## src/hw/rtl/mnl_pkg.sv

```systemverilog
// types and constants of the midi note latch
`default_nettype none

package mnl_pkg;

  localparam int LIST_DEPTH_DEF = 16;

  localparam int CFG_IDX_W = 1;
  localparam logic [CFG_IDX_W-1:0] REG_LATCH_ENABLE = 1'd0;
  localparam logic [CFG_IDX_W-1:0] REG_TOGGLE_MODE  = 1'd1;

  localparam logic [3:0] KIND_NOTE_ON    = 4'h9;
  localparam logic [3:0] KIND_NOTE_OFF   = 4'h8;
  localparam logic [3:0] KIND_AFTERTOUCH = 4'hA;

  typedef enum logic [1:0] {
    ST_IDLE,
    ST_SCAN,
    ST_FINISH
  } state_e;

  typedef enum logic [2:0] {
    OP_PASS,
    OP_DROP,
    OP_CMD,
    OP_LATCH_ON,
    OP_LATCH_OFF,
    OP_TOGGLE_ON
  } op_e;

  // per-cell controls: take the neighbor's entry or load the current note
  typedef struct packed {
    logic take_l;
    logic take_h;
    logic load_l;
    logic load_h;
  } cell_ctrl_t;

endpackage

`default_nettype wire

```

## src/hw/rtl/mnl_cell.sv

```systemverilog
// one list cell: an entry of the latched list and one of the held list
`default_nettype none

module mnl_cell
  import mnl_pkg::*;
(
  input  wire logic       clk_i,
  input  wire cell_ctrl_t ctrl_i,
  input  wire logic [6:0] note_i,
  input  wire logic [6:0] nbr_l_i,
  input  wire logic [6:0] nbr_h_i,
  output logic      [6:0] latched_o,
  output logic      [6:0] held_o
);

  logic [6:0] l_q, l_d;
  logic [6:0] h_q, h_d;

  always_comb begin
    l_d = l_q;
    if (ctrl_i.load_l) begin
      l_d = note_i;
    end else if (ctrl_i.take_l) begin
      l_d = nbr_l_i;
    end
  end

  always_comb begin
    h_d = h_q;
    if (ctrl_i.load_h) begin
      h_d = note_i;
    end else if (ctrl_i.take_h) begin
      h_d = nbr_h_i;
    end
  end

  always_ff @(posedge clk_i) begin
    l_q <= l_d;
    h_q <= h_d;
  end

  assign latched_o = l_q;
  assign held_o    = h_q;

endmodule

`default_nettype wire

```

## src/hw/rtl/midi_note_latch_core.sv

```systemverilog
// midi note latch: a row of list cells driven by a scan sequencer
//
// Input channel: one MIDI packet per beat (command, status, two data bytes),
// taken when in_valid_i is high and in_stall_o low. Output channel: packets
// with last_of_run_o marking the final beat of each packet's run, taken when
// out_valid_o is high and out_stall_i low. Config: cfg_valid_i/cfg_ready_o
// writes latch_enable (index 0) or toggle_mode (index 1); always ready.
// Packets that pass straight through go to ST_FINISH without a scan; dropped
// ones are taken in ST_IDLE and give no output. Note messages in latch mode,
// note-ons in toggle mode and release commands rotate the whole cell row once
// to search both lists and to send released note-offs from the head cell. One
// packet is worked on at a time.
// A stalled receiver freezes the rotation while a release beat waits, and
// the final beat waits in the output register until taken.
// Reset empties both lists, clears the config registers and the release
// channel; list entries themselves are not cleared.
`default_nettype none

module midi_note_latch_core
  import mnl_pkg::*;
#(
  parameter int LIST_DEPTH = LIST_DEPTH_DEF
) (
  input  wire logic                 clk_i,
  input  wire logic                 rst_ni,
  input  wire logic                 in_valid_i,
  output logic                      in_stall_o,
  input  wire logic                 command_i,
  input  wire logic [7:0]           status_byte_i,
  input  wire logic [6:0]           data_one_i,
  input  wire logic [6:0]           data_two_i,
  output logic                      out_valid_o,
  input  wire logic                 out_stall_i,
  output logic      [7:0]           out_status_o,
  output logic      [6:0]           out_data_one_o,
  output logic      [6:0]           out_data_two_o,
  output logic                      last_of_run_o,
  input  wire logic                 cfg_valid_i,
  output logic                      cfg_ready_o,
  input  wire logic [CFG_IDX_W-1:0] cfg_index_i,
  input  wire logic                 cfg_data_i
);

  localparam int CNT_W = $clog2(LIST_DEPTH + 1);
  localparam int IDX_W = (LIST_DEPTH > 1) ? $clog2(LIST_DEPTH) : 1;

  state_e state_q, state_d;
  op_e    op_q, op_in;

  logic             rel_q, rel_in;
  logic [3:0]       relch_q;
  logic [CNT_W-1:0] lcount_q, lcount_d, hcount_q, hcount_d;
  logic [CNT_W-1:0] step_q;
  logic             lfound_q, hfound_q;
  logic [IDX_W-1:0] lpos_q, hpos_q;
  logic             latch_en_q, toggle_q;

  logic [7:0] status_q;
  logic [6:0] note_q, vel_q;

  logic       out_valid_q;
  logic [7:0] out_status_q, out_status_d;
  logic [6:0] out_d1_q, out_d1_d, out_d2_q, out_d2_d;
  logic       out_last_q, out_last_d;
  logic       out_load;

  logic             out_free, in_accept;
  logic             l_in_range, h_in_range, rel_emit;
  logic             scan_go, scan_last, fin_emit, fin_go;
  logic             ap_l, ap_h, rm_l, rm_h;
  logic [IDX_W-1:0] lidx, hidx;
  logic [CNT_W-1:0] lbase, hbase;

  logic [3:0] kind;
  logic       is_on, is_note;

  logic [6:0] latched_w [LIST_DEPTH];
  logic [6:0] held_w    [LIST_DEPTH];

  assign cfg_ready_o = 1'b1;
  assign in_stall_o  = (state_q != ST_IDLE);
  assign in_accept   = in_valid_i && (state_q == ST_IDLE);
  assign out_free    = !out_valid_q || !out_stall_i;

  // decode of an incoming packet
  assign kind    = status_byte_i[7:4];
  assign is_on   = (kind == KIND_NOTE_ON) && (data_two_i != 7'd0);
  assign is_note = (kind == KIND_NOTE_ON) || (kind == KIND_NOTE_OFF);

  always_comb begin
    if (command_i) begin
      op_in = OP_CMD;
    end else if (!latch_en_q) begin
      op_in = OP_PASS;
    end else if (is_note) begin
      if (toggle_q) begin
        op_in = is_on ? OP_TOGGLE_ON : OP_DROP;
      end else begin
        op_in = is_on ? OP_LATCH_ON : OP_LATCH_OFF;
      end
    end else if (kind == KIND_AFTERTOUCH) begin
      op_in = OP_DROP;
    end else begin
      op_in = OP_PASS;
    end
  end

  assign rel_in = (op_in == OP_CMD) ||
                  ((op_in == OP_LATCH_ON) && (hcount_q == '0) && (lcount_q != '0));

  // scan: the row rotates one cell per step, step k sees entry k at the head
  assign l_in_range = step_q < lcount_q;
  assign h_in_range = step_q < hcount_q;
  assign rel_emit   = rel_q && l_in_range;
  assign scan_go    = (state_q == ST_SCAN) && (!rel_emit || out_free);
  assign scan_last  = step_q == CNT_W'(LIST_DEPTH - 1);
  assign fin_emit   = (state_q == ST_FINISH) && (op_q != OP_LATCH_OFF);
  assign fin_go     = (state_q == ST_FINISH) && (!fin_emit || out_free);

  // next state
  always_comb begin
    state_d = state_q;
    case (state_q)
      ST_IDLE: begin
        if (in_accept) begin
          case (op_in)
            OP_DROP: state_d = ST_IDLE;
            OP_PASS: state_d = ST_FINISH;
            default: state_d = ST_SCAN;
          endcase
        end
      end
      ST_SCAN: begin
        if (scan_go && scan_last) begin
          state_d = ST_FINISH;
        end
      end
      ST_FINISH: begin
        if (fin_go) begin
          state_d = ST_IDLE;
        end
      end
      default: state_d = ST_IDLE;
    endcase
  end

  // list updates at the end of an item
  assign lbase = rel_q ? '0 : lcount_q;
  assign hbase = rel_q ? '0 : hcount_q;

  always_comb begin
    lcount_d = lcount_q;
    hcount_d = hcount_q;
    ap_l     = 1'b0;
    ap_h     = 1'b0;
    rm_l     = 1'b0;
    rm_h     = 1'b0;
    lidx     = lcount_q[IDX_W-1:0];
    hidx     = hcount_q[IDX_W-1:0];
    if (fin_go) begin
      case (op_q)
        OP_CMD: begin
          lcount_d = '0;
          hcount_d = '0;
        end
        OP_LATCH_ON: begin
          lcount_d = lbase;
          hcount_d = hbase;
          lidx     = lbase[IDX_W-1:0];
          hidx     = hbase[IDX_W-1:0];
          if (lbase < CNT_W'(LIST_DEPTH)) begin
            ap_l     = 1'b1;
            lcount_d = lbase + CNT_W'(1);
          end
          if (hbase < CNT_W'(LIST_DEPTH)) begin
            ap_h     = 1'b1;
            hcount_d = hbase + CNT_W'(1);
          end
        end
        OP_LATCH_OFF: begin
          if (hfound_q) begin
            rm_h     = 1'b1;
            hcount_d = hcount_q - CNT_W'(1);
          end else if (!lfound_q && (lcount_q < CNT_W'(LIST_DEPTH))) begin
            ap_l     = 1'b1;
            lcount_d = lcount_q + CNT_W'(1);
          end
        end
        OP_TOGGLE_ON: begin
          if (lfound_q) begin
            rm_l     = 1'b1;
            lcount_d = lcount_q - CNT_W'(1);
          end else if (lcount_q < CNT_W'(LIST_DEPTH)) begin
            ap_l     = 1'b1;
            lcount_d = lcount_q + CNT_W'(1);
          end
        end
        default: begin
          lcount_d = lcount_q;
        end
      endcase
    end
  end

  // output beat
  always_comb begin
    out_load     = 1'b0;
    out_status_d = status_q;
    out_d1_d     = note_q;
    out_d2_d     = vel_q;
    out_last_d   = 1'b1;
    if (scan_go && rel_emit) begin
      out_load     = 1'b1;
      out_status_d = {KIND_NOTE_OFF, relch_q};
      out_d1_d     = latched_w[0];
      out_d2_d     = 7'd0;
      out_last_d   = 1'b0;
    end else if (fin_go && fin_emit) begin
      out_load = 1'b1;
      if ((op_q == OP_TOGGLE_ON) && lfound_q) begin
        out_status_d = {KIND_NOTE_OFF, status_q[3:0]};
        out_d2_d     = 7'd0;
      end
    end
  end

  always_ff @(posedge clk_i or negedge rst_ni) begin
    if (!rst_ni) begin
      state_q     <= ST_IDLE;
      op_q        <= OP_PASS;
      rel_q       <= 1'b0;
      relch_q     <= 4'd0;
      lcount_q    <= '0;
      hcount_q    <= '0;
      step_q      <= '0;
      lfound_q    <= 1'b0;
      hfound_q    <= 1'b0;
      lpos_q      <= '0;
      hpos_q      <= '0;
      latch_en_q  <= 1'b0;
      toggle_q    <= 1'b0;
      out_valid_q <= 1'b0;
    end else begin
      state_q  <= state_d;
      lcount_q <= lcount_d;
      hcount_q <= hcount_d;
      if (cfg_valid_i && cfg_ready_o) begin
        case (cfg_index_i)
          REG_LATCH_ENABLE: latch_en_q <= cfg_data_i;
          REG_TOGGLE_MODE:  toggle_q   <= cfg_data_i;
          default:          latch_en_q <= latch_en_q;
        endcase
      end
      if (in_accept) begin
        op_q     <= op_in;
        rel_q    <= rel_in;
        step_q   <= '0;
        lfound_q <= 1'b0;
        hfound_q <= 1'b0;
        if ((op_in == OP_LATCH_ON) || (op_in == OP_LATCH_OFF)) begin
          relch_q <= status_byte_i[3:0];
        end
      end else if (scan_go) begin
        step_q <= step_q + CNT_W'(1);
        // first match only, inside the filled part of each list
        if (!lfound_q && l_in_range && (latched_w[0] == note_q)) begin
          lfound_q <= 1'b1;
          lpos_q   <= step_q[IDX_W-1:0];
        end
        if (!hfound_q && h_in_range && (held_w[0] == note_q)) begin
          hfound_q <= 1'b1;
          hpos_q   <= step_q[IDX_W-1:0];
        end
      end
      if (out_load) begin
        out_valid_q <= 1'b1;
      end else if (!out_stall_i) begin
        out_valid_q <= 1'b0;
      end
    end
  end

  always_ff @(posedge clk_i) begin
    if (in_accept) begin
      status_q <= status_byte_i;
      note_q   <= data_one_i;
      vel_q    <= data_two_i;
    end
    if (out_load) begin
      out_status_q <= out_status_d;
      out_d1_q     <= out_d1_d;
      out_d2_q     <= out_d2_d;
      out_last_q   <= out_last_d;
    end
  end

  // cell row: a rotation takes from the right neighbor, the head cell wraps
  // to the last cell; a removal shifts every cell from the match position on
  for (genvar i = 0; i < LIST_DEPTH; i++) begin : g_cell
    cell_ctrl_t ctrl;

    assign ctrl.take_l = scan_go || (rm_l && (IDX_W'(i) >= lpos_q));
    assign ctrl.take_h = scan_go || (rm_h && (IDX_W'(i) >= hpos_q));
    assign ctrl.load_l = ap_l && (lidx == IDX_W'(i));
    assign ctrl.load_h = ap_h && (hidx == IDX_W'(i));

    mnl_cell u_cell (
      .clk_i     (clk_i),
      .ctrl_i    (ctrl),
      .note_i    (note_q),
      .nbr_l_i   (latched_w[(i + 1) % LIST_DEPTH]),
      .nbr_h_i   (held_w[(i + 1) % LIST_DEPTH]),
      .latched_o (latched_w[i]),
      .held_o    (held_w[i])
    );
  end

  assign out_valid_o    = out_valid_q;
  assign out_status_o   = out_status_q;
  assign out_data_one_o = out_d1_q;
  assign out_data_two_o = out_d2_q;
  assign last_of_run_o  = out_last_q;

endmodule

`default_nettype wire

```

## config.mk

```make
export PLATFORM = sky130hd
export DESIGN_NAME = midi_note_latch_core
export DESIGN_NICKNAME = d
export VERILOG_FILES = /design/src/hw/rtl/mnl_pkg.sv /design/src/hw/rtl/mnl_cell.sv /design/src/hw/rtl/midi_note_latch_core.sv
export SDC_FILE = /design/constraint.sdc
export NUM_CORES = 1
export LEC_CHECK = 0
export BUFFER_PORTS_ARGS = -buffer_cell sky130_fd_sc_hd__buf_2
export CORE_ASPECT_RATIO = 0.9
export CORE_MARGIN = 2
export CORE_UTILIZATION = 35
export CTS_BUF_LIST = sky130_fd_sc_hd__clkbuf_4 sky130_fd_sc_hd__clkbuf_8
export DETAILED_ROUTE_END_ITERATION = 8
export GPL_TIMING_DRIVEN = 0
export PLACE_DENSITY_LB_ADDON = 0.08
export SYNTH_ARGS = -nofsm -noshare
export SYNTH_HDL_FRONTEND = slang
export SYNTH_SLANG_ARGS = --single-unit
```

## constraint.sdc

```tcl
create_clock -name clk_i -period 8.6 [get_ports clk_i]
set_clock_uncertainty 0.2 [all_clocks]
set_input_delay 0.43 -clock clk_i [delete_from_list [all_inputs] [get_ports clk_i]]
set_output_delay 0.43 -clock clk_i [all_outputs]
set_load 0.01 [all_outputs]
```

[Yosys cells after proc, flatten, opt, wreduce, memory -nomap -nowiden]
Cells that the tools add are included.
Word-level totals
  latch bits: 0
  bits in registers: 307
  memory bits (read-only): 0
  memories: 0
  input bits: 30
  bits in writable memories: 0
Operators by class
  equal/unequal tests: 55
  shifts and indexed selects: 0
  div/mod/pow operators: 0
  muxes and demuxes: 126
  reductions and logical operators: 180
  bitwise logic cells: 2
  $mul: 0
  add/subtract/negate cells: 6
  $lt $le $gt $ge: 37
Operator list (number)
  $mux W7: 67
  $logic_and A1 B1 Y1: 81
  $eq A4 B4 Y1 const B: 19
  $reduce_bool A2 Y1: 36
  $ge A4 B4 Y1 const A: 16
  $mux W5: 11
  $logic_or A1 B1 Y1: 38
  $eq A4 B3 Y1 const B: 8
  $ge A3 B4 Y1 const A: 8
  $mux W1: 27
  $add A5 B1 Y5 const B: 4
  $mux W4: 5
  $pmux W5 S4: 1
  $mux W3: 6
  $eq A4 B2 Y1 const B: 4
  $ge A1 B4 Y1 const A: 4
  $ge A2 B4 Y1 const A: 4
  $mux W8: 2
  $lt A5 B5 Y1 const B: 3
  $pmux W5 S3: 1
  $eq A7 B7 Y1: 2
  $eq A3 B2 Y1 const B: 4
  $reduce_and A3 Y1: 4
  $lt A5 B5 Y1: 2
  26 further kinds: 49

[Logic depth before layout (Yosys ltp)]
  depth after elaboration: 11
  depth in mapped cells: 9
  gate-level depth less buffers: 9

[Cells and area by module]
From an unflattened synthesis, not the netlist that was laid out.
Second synthesis, totals
  cells, all modules: 1016
  area, all modules: 15554.9 um^2
Modules (own cells, without submodules)
  mnl_cell: times used 16, cells an instance 32, seq. area each 420.4 um^2, area each 665.6 um^2
  midi_note_latch_core: times used 1, cells an instance 504, seq. area each 2302.2 um^2, area each 4904.7 um^2

[Worst setup path after synthesis]
No wires, ideal clock.
  path type: flip-flop to flip-flop
  from: register state_q[1]
  to: register out_last_q (netlist: last_of_run_o), enable pin
  data arrival time: 2530 ps
  cell stages (with the launch flop): 4
  path slack: 5434 ps
  clock period less this slack: 3166 ps
  path through: dfrtp_1 nor2b_1 nand2_1 o21ai_0
Between the ends
  cells in the longest elaborated chain, start to end: 8
RTL lines
  start: declaration: line midi_note_latch_core.sv:47  | state_e state_q, state_d;
  start signal: assignment: line midi_note_latch_core.sv:244  | state_q <= state_d;
  $eq A2 B2 Y1: line midi_note_latch_core.sv:117, midi_note_latch_core.sv:118
  $logic_and A1 B1 Y1: line midi_note_latch_core.sv:117  | assign fin_emit = (state_q == ST_FINISH) && (op_q != OP_LATCH_OFF);
  $logic_not A1 Y1: line midi_note_latch_core.sv:118  | assign fin_go = (state_q == ST_FINISH) && (!fin_emit || out_free);
  $logic_or A1 B1 Y1: line midi_note_latch_core.sv:118
  $logic_and A1 B1 Y1: line midi_note_latch_core.sv:118
  $logic_and A1 B1 Y1: line midi_note_latch_core.sv:218  | end else if (fin_go && fin_emit) begin
  $mux W1: line midi_note_latch_core.sv:218
  $mux W1 *: line midi_note_latch_core.sv:212  | if (scan_go && rel_emit) begin
  via out_load: line midi_note_latch_core.sv:65  | logic out_load;
  end signal: assignment: line midi_note_latch_core.sv:293  | out_last_q <= out_last_d;
  end: declaration: line midi_note_latch_core.sv:64  | logic out_last_q, out_last_d;
Mark *: on every way through the listed nets, which the timed path passes. The rest lies on a longest branch.
A chain may end at the register's enable or synchronous reset.

[Final worst setup path]
  from: register lcount_q[2]
  to: register g_cell[10].u_cell.l_q[6], enable pin
Between the ends
  cells in the longest elaborated chain, start to end: 8
RTL lines
  start: declaration: line midi_note_latch_core.sv:52  | logic [CNT_W-1:0] lcount_q, lcount_d, hcount_q, hcount_d;
  start signal: assignment: line midi_note_latch_core.sv:245  | lcount_q <= lcount_d;
  $lt A5 B5 Y1: line midi_note_latch_core.sv:184, midi_note_latch_core.sv:193
  $logic_and A1 B1 Y1: line midi_note_latch_core.sv:184  | end else if (!lfound_q && (lcount_q < CNT_W'(LIST_DEPTH))) begin
  $mux W1: line midi_note_latch_core.sv:184
  $mux W1: line midi_note_latch_core.sv:181  | if (hfound_q) begin
  $pmux W1 S3: line midi_note_latch_core.sv:161  | case (op_q)
  $mux W1: line midi_note_latch_core.sv:160  | if (fin_go) begin
  $logic_and A1 B1 Y1: line midi_note_latch_core.sv:304  | assign ctrl.load_l = ap_l && (lidx == IDX_W'(i));
  $reduce_bool A2 Y1 (no source line) *
  end signal: assignment: line mnl_cell.sv:38  | l_q <= l_d;
  end: declaration: line mnl_cell.sv:16  | logic [6:0] l_q, l_d;
Every way passes the cells marked *; elsewhere a longest branch is shown, timed or not.

==> flow_metrics.py <==
metrics = {
    "outcome": {
        "status": "finished, final reports clean",
    },
    "sta": {
        "fin_crit_sh_pct": 47.13,
        "drv_slew": 0,
        "worst_slack_ns": 4.547,
        "tightest_slew_ns": 1.110,
        "fmax_mhz": 246.7,
        "tns_ns": 0,
        "hold_viol": 0,
        "finalCriticalPeriod_ns": 4.053,
        "slew_headroom_pct": 25.53,
        "finalSetupViolCount": 0,
        "rsz0062_at_grt": "no",
        "holdWs_ns": 0.1214,
    },
    "drt": {
        "drt_iter0_drc": 661,
        "via_count": 9014,
        "wire_per_inst_um": 23.50,
        "routed_via_density": 5.192,
        "ant_nets": 0,
        "wirelength_um": 40800,
        "post-route-drc-count": 0,
        "first_pass_iters": 5,
    },
    "cells_and_area": {
        "n_antenna_cell": 0,
        "area_growth_pct": 15.69,
        "stdcell_area_mm2": 0.01688,
        "post-route-util_pct": 41.28,
        "final_layout_size_suffix_gt1_share_pct": 35.87,
        "final_nets": 1205,
    },
    "yosys": {
        "synth_mux_area_share_pct": 19.60,
        "synth-simple-area-share_pct": 8.556,
        "syn-cell-area_mm2": 0.01460,
        "synth_cells": 1017,
        "yosys_register_bits": 307,
        "synth.net_count": 1064,
        "synth_seq_area_share_pct": 61.86,
        "synth_cell_type_count": 73,
        "synth_adder_area_share_pct": 1.457,
        "dominantRegCellSynth": "edfxtp_1",
        "synth_top_family_by_area": "multiplexers",
        "synth_edf_count": 269,
        "syn_avg_cell_area_um2": 14.35,
        "synth-compound-area-share_pct": 4.895,
        "yosysWarnings": 0,
        "synthArstFlopShare_pct": 12.38,
        "yosys.area_share.xor_xnor_pct": 1.020,
    },
    "setup_path": {
        "worst-setup-path-type": "flop to flop",
        "required_ns": 8.63,
        "critPathArrivalTime_ns": 4.08,
        "cp_max_fo": 10,
        "cp-start-kind": "flop",
        "rr_startpoint": "lcount_q[2]$_DFFE_PN0P_",
        "worstSetupEndpointType": "flop",
        "startpoint": "lcount_q[2]$_DFFE_PN0P_",
    },
    "clock_tree": {
        "clock_path_buffers": 3,
        "cts_resized": 0,
        "clk_pin_slew_ns": 0.06,
        "h-tree-depth": 2,
        "cts_tree": "yes",
        "cts.sinks": 307,
        "clk_latency_ns": 0.65,
        "clockRootBuffer": "clkbuf_8",
        "cts-buffers-inserted": 54,
    },
    "power": {
        "powerDensity_mw_per_mm2": 345.9,
        "leakagePower_nw": 6.108,
        "ir_worst_vdd_mv": 0.1490,
    },
    "run": {
        "maxCapViolations": 0,
    },
    "floorplan": {
        "die_h_um": 197.7,
        "initial_core_util_pct": 35.68,
        "die-width_um": 219.3,
        "rows": 70,
        "core-area_mm2": 0.04090,
        "pin_count": 56,
        "die_area_mm2": 0.04335,
    },
    "global_routing": {
        "grt_pass1_wl_um": 60870,
        "antenna_found_initial": 0,
        "grt_max_degree": 39,
        "gr-total-overflow": 0,
        "grt_pass1_vias": 9029,
        "grt_use_total_pct": 19.41,
    },
    "placed_design": {
        "numPortBuffers": 54,
        "hpwlAfterDp_um": 28100,
        "place_congestion": 0.8249,
        "placed_cell_area_mm2": 0.01558,
        "dp_slack_ns": 4.476,
    },
    "min_path": {
        "worstHoldStart": "in_valid_i",
        "hp-class": "input port to flop",
    },
}
## registers in the layout, summed over array words and instances (netlist names), 4 cells and up
register,count
hpos_q,4
lcount_q,5
step_q,5
lpos_q,4
vel_q,7
status_q,8
note_q,7
g_cell.u_cell.latched_o,112
out_status_o,8
out_data_one_o,7
hcount_q,5
relch_q,4
g_cell.u_cell.held_o,112
out_data_two_o,7
## report_power, final
group          internal [W]  switching, W
logic              0.000662      0.000958
clock network      0.000697      0.000618
registers           0.00264      0.000267
## cells in the mapped netlist, types with 3 or more instances
cell type	instances	area (um2)
xor2_1	10	87.58
o22ai_1	4	25.02
nor2_1	33	123.9
a211o_1	6	52.55
mux2_2	242	2725
inv_1	18	67.56
edfxtp_1	269	8078
ha_1	17	212.7
or3_1	10	62.56
nor2b_1	8	50.05
nand3_1	25	125.1
nand4_1	8	50.05
xnor2_1	7	61.31
or4_1	4	30.03
a21oi_1	23	115.1
a22o_1	4	35.03
nor4_1	5	31.28
o21ai_0	31	155.2
nand3b_1	5	37.54
mux2_4	7	105.1
dfrtp_1	38	950.9
o211ai_1	4	30.03
a21o_1	3	22.52
clkbuf_1	50	187.7
and4_1	6	52.55
buf_2	14	70.07
a31oi_1	5	31.28
and3_1	15	93.84
nor3_1	13	65.06
mux2i_1	3	30.03
and2_1	7	43.79
or2_2	3	18.77
nand2_1	56	210.2
a32oi_1	3	26.28
nand2b_1	14	87.58
## critical path, stage by stage, from the launching register on
cell and delay [ns]:
dfrtp_1 0.45, clkinv_1 0.34, ha_1 0.42, a21o_1 0.18
a31oi_1 0.27, o211ai_1 0.34, nand2_1 0.26, buf_1 0.63
nand3_1 0.54
## layout make-up
class | count | area, um2
Fill cell | 3851 | 24020
Sequential cell | 307 | 9029
Multi-Input combinational cell | 620 | 5192
Clock buffer | 80 | 938.4
Tap cell | 540 | 675.6
Timing Repair Buffer | 85 | 593.1
Buffer | 70 | 302.8
Clock inverter | 14 | 78.83
Inverter | 20 | 75.07
## layer usage
metal	GRT usage [%]	share of wire (%)	up-vias
li1	-	-	4165
met1	29.12	50	4552
met2	27.89	42	231
met3	4.439	5.6	66
met4	5.455	2.1	0
met5	0	0	-
## logic make-up after synthesis
kind of cell,count (synthesis)
other,1
muxes,252
buffers and inverters,90
AOI/OAI and AO/OA,106
xor gates and xnor gates,17
DFF,307
and+or+nand+nor,227
adders and majority gates,17
## what timing repair did
| action | in CTS | in global routing |
|---|---|---|
| buffers inserted | 0 | 0 |
| endpoints found under the hold margin | 68 | 0 |
| hold buffers | 29 | 0 |
## metrics by stage
| stage | cells | power, W |
|---|---|---|
| 2_1_floorplan | 1017 | 0.003904 |
| 6_report | 1736 | 0.005841 |
| 4_1_cts | 1736 | 0.005901 |
| 3_3_place_gp | 1611 | 0.004506 |
| 3_5_place_dp | 1613 | 0.004521 |
| 5_1_grt | 1736 | 0.006180 |
## cell usage in the layout, fill, tap and decap left out, types with 8 or more instances in the layout
| cell | Yosys | final |
|---|---|---|
| dlygate4sd3_1 | 0 | 29 |
| dfrtp_1 | 38 | 38 |
| nand3_1 | 25 | 25 |
| clkbuf_1 | 50 | 50 |
| a21oi_1 | 23 | 23 |
| nor3_1 | 13 | 13 |
| o21ai_0 | 31 | 30 |
| clkinv_1 | 2 | 8 |
| nor2b_1 | 8 | 8 |
| nand2b_1 | 14 | 14 |
| clkbuf_4 | 0 | 26 |
| buf_2 | 14 | 69 |
| nor2_1 | 33 | 33 |
| clkbuf_8 | 0 | 54 |
| inv_1 | 18 | 18 |
| ha_1 | 17 | 17 |
| or3_1 | 10 | 10 |
| nand4_1 | 8 | 8 |
| and3_1 | 15 | 15 |
| xor2_1 | 10 | 10 |
| nand2_1 | 56 | 56 |
| edfxtp_1 | 269 | 269 |
| mux2_2 | 242 | 242 |
## final timing paths
| kind | slack [ns] | cells after the start | end |
|---|---|---|---|
| hold / removal | 0.12 | 4 | state_q[1]$_DFFE_PN0P_ |
| setup reg to reg | 4.55 | 8 | g_cell[10].u_cell.latched_o[6]$_DFFE_PP_ |
| setup / recovery | 4.55 | 8 | g_cell[10].u_cell.latched_o[6]$_DFFE_PP_ |
| min in group asynchronous | 0.28 | 2 | lcount_q[4]$_DFFE_PN0P_ |
| hold reg to reg | 0.30 | 1 | relch_q[3]$_DFFE_PN0P_ |
| max in group asynchronous | 7.29 | 2 | lpos_q[2]$_DFFE_PN0P_ |
(Power assumes the default switching activity.)
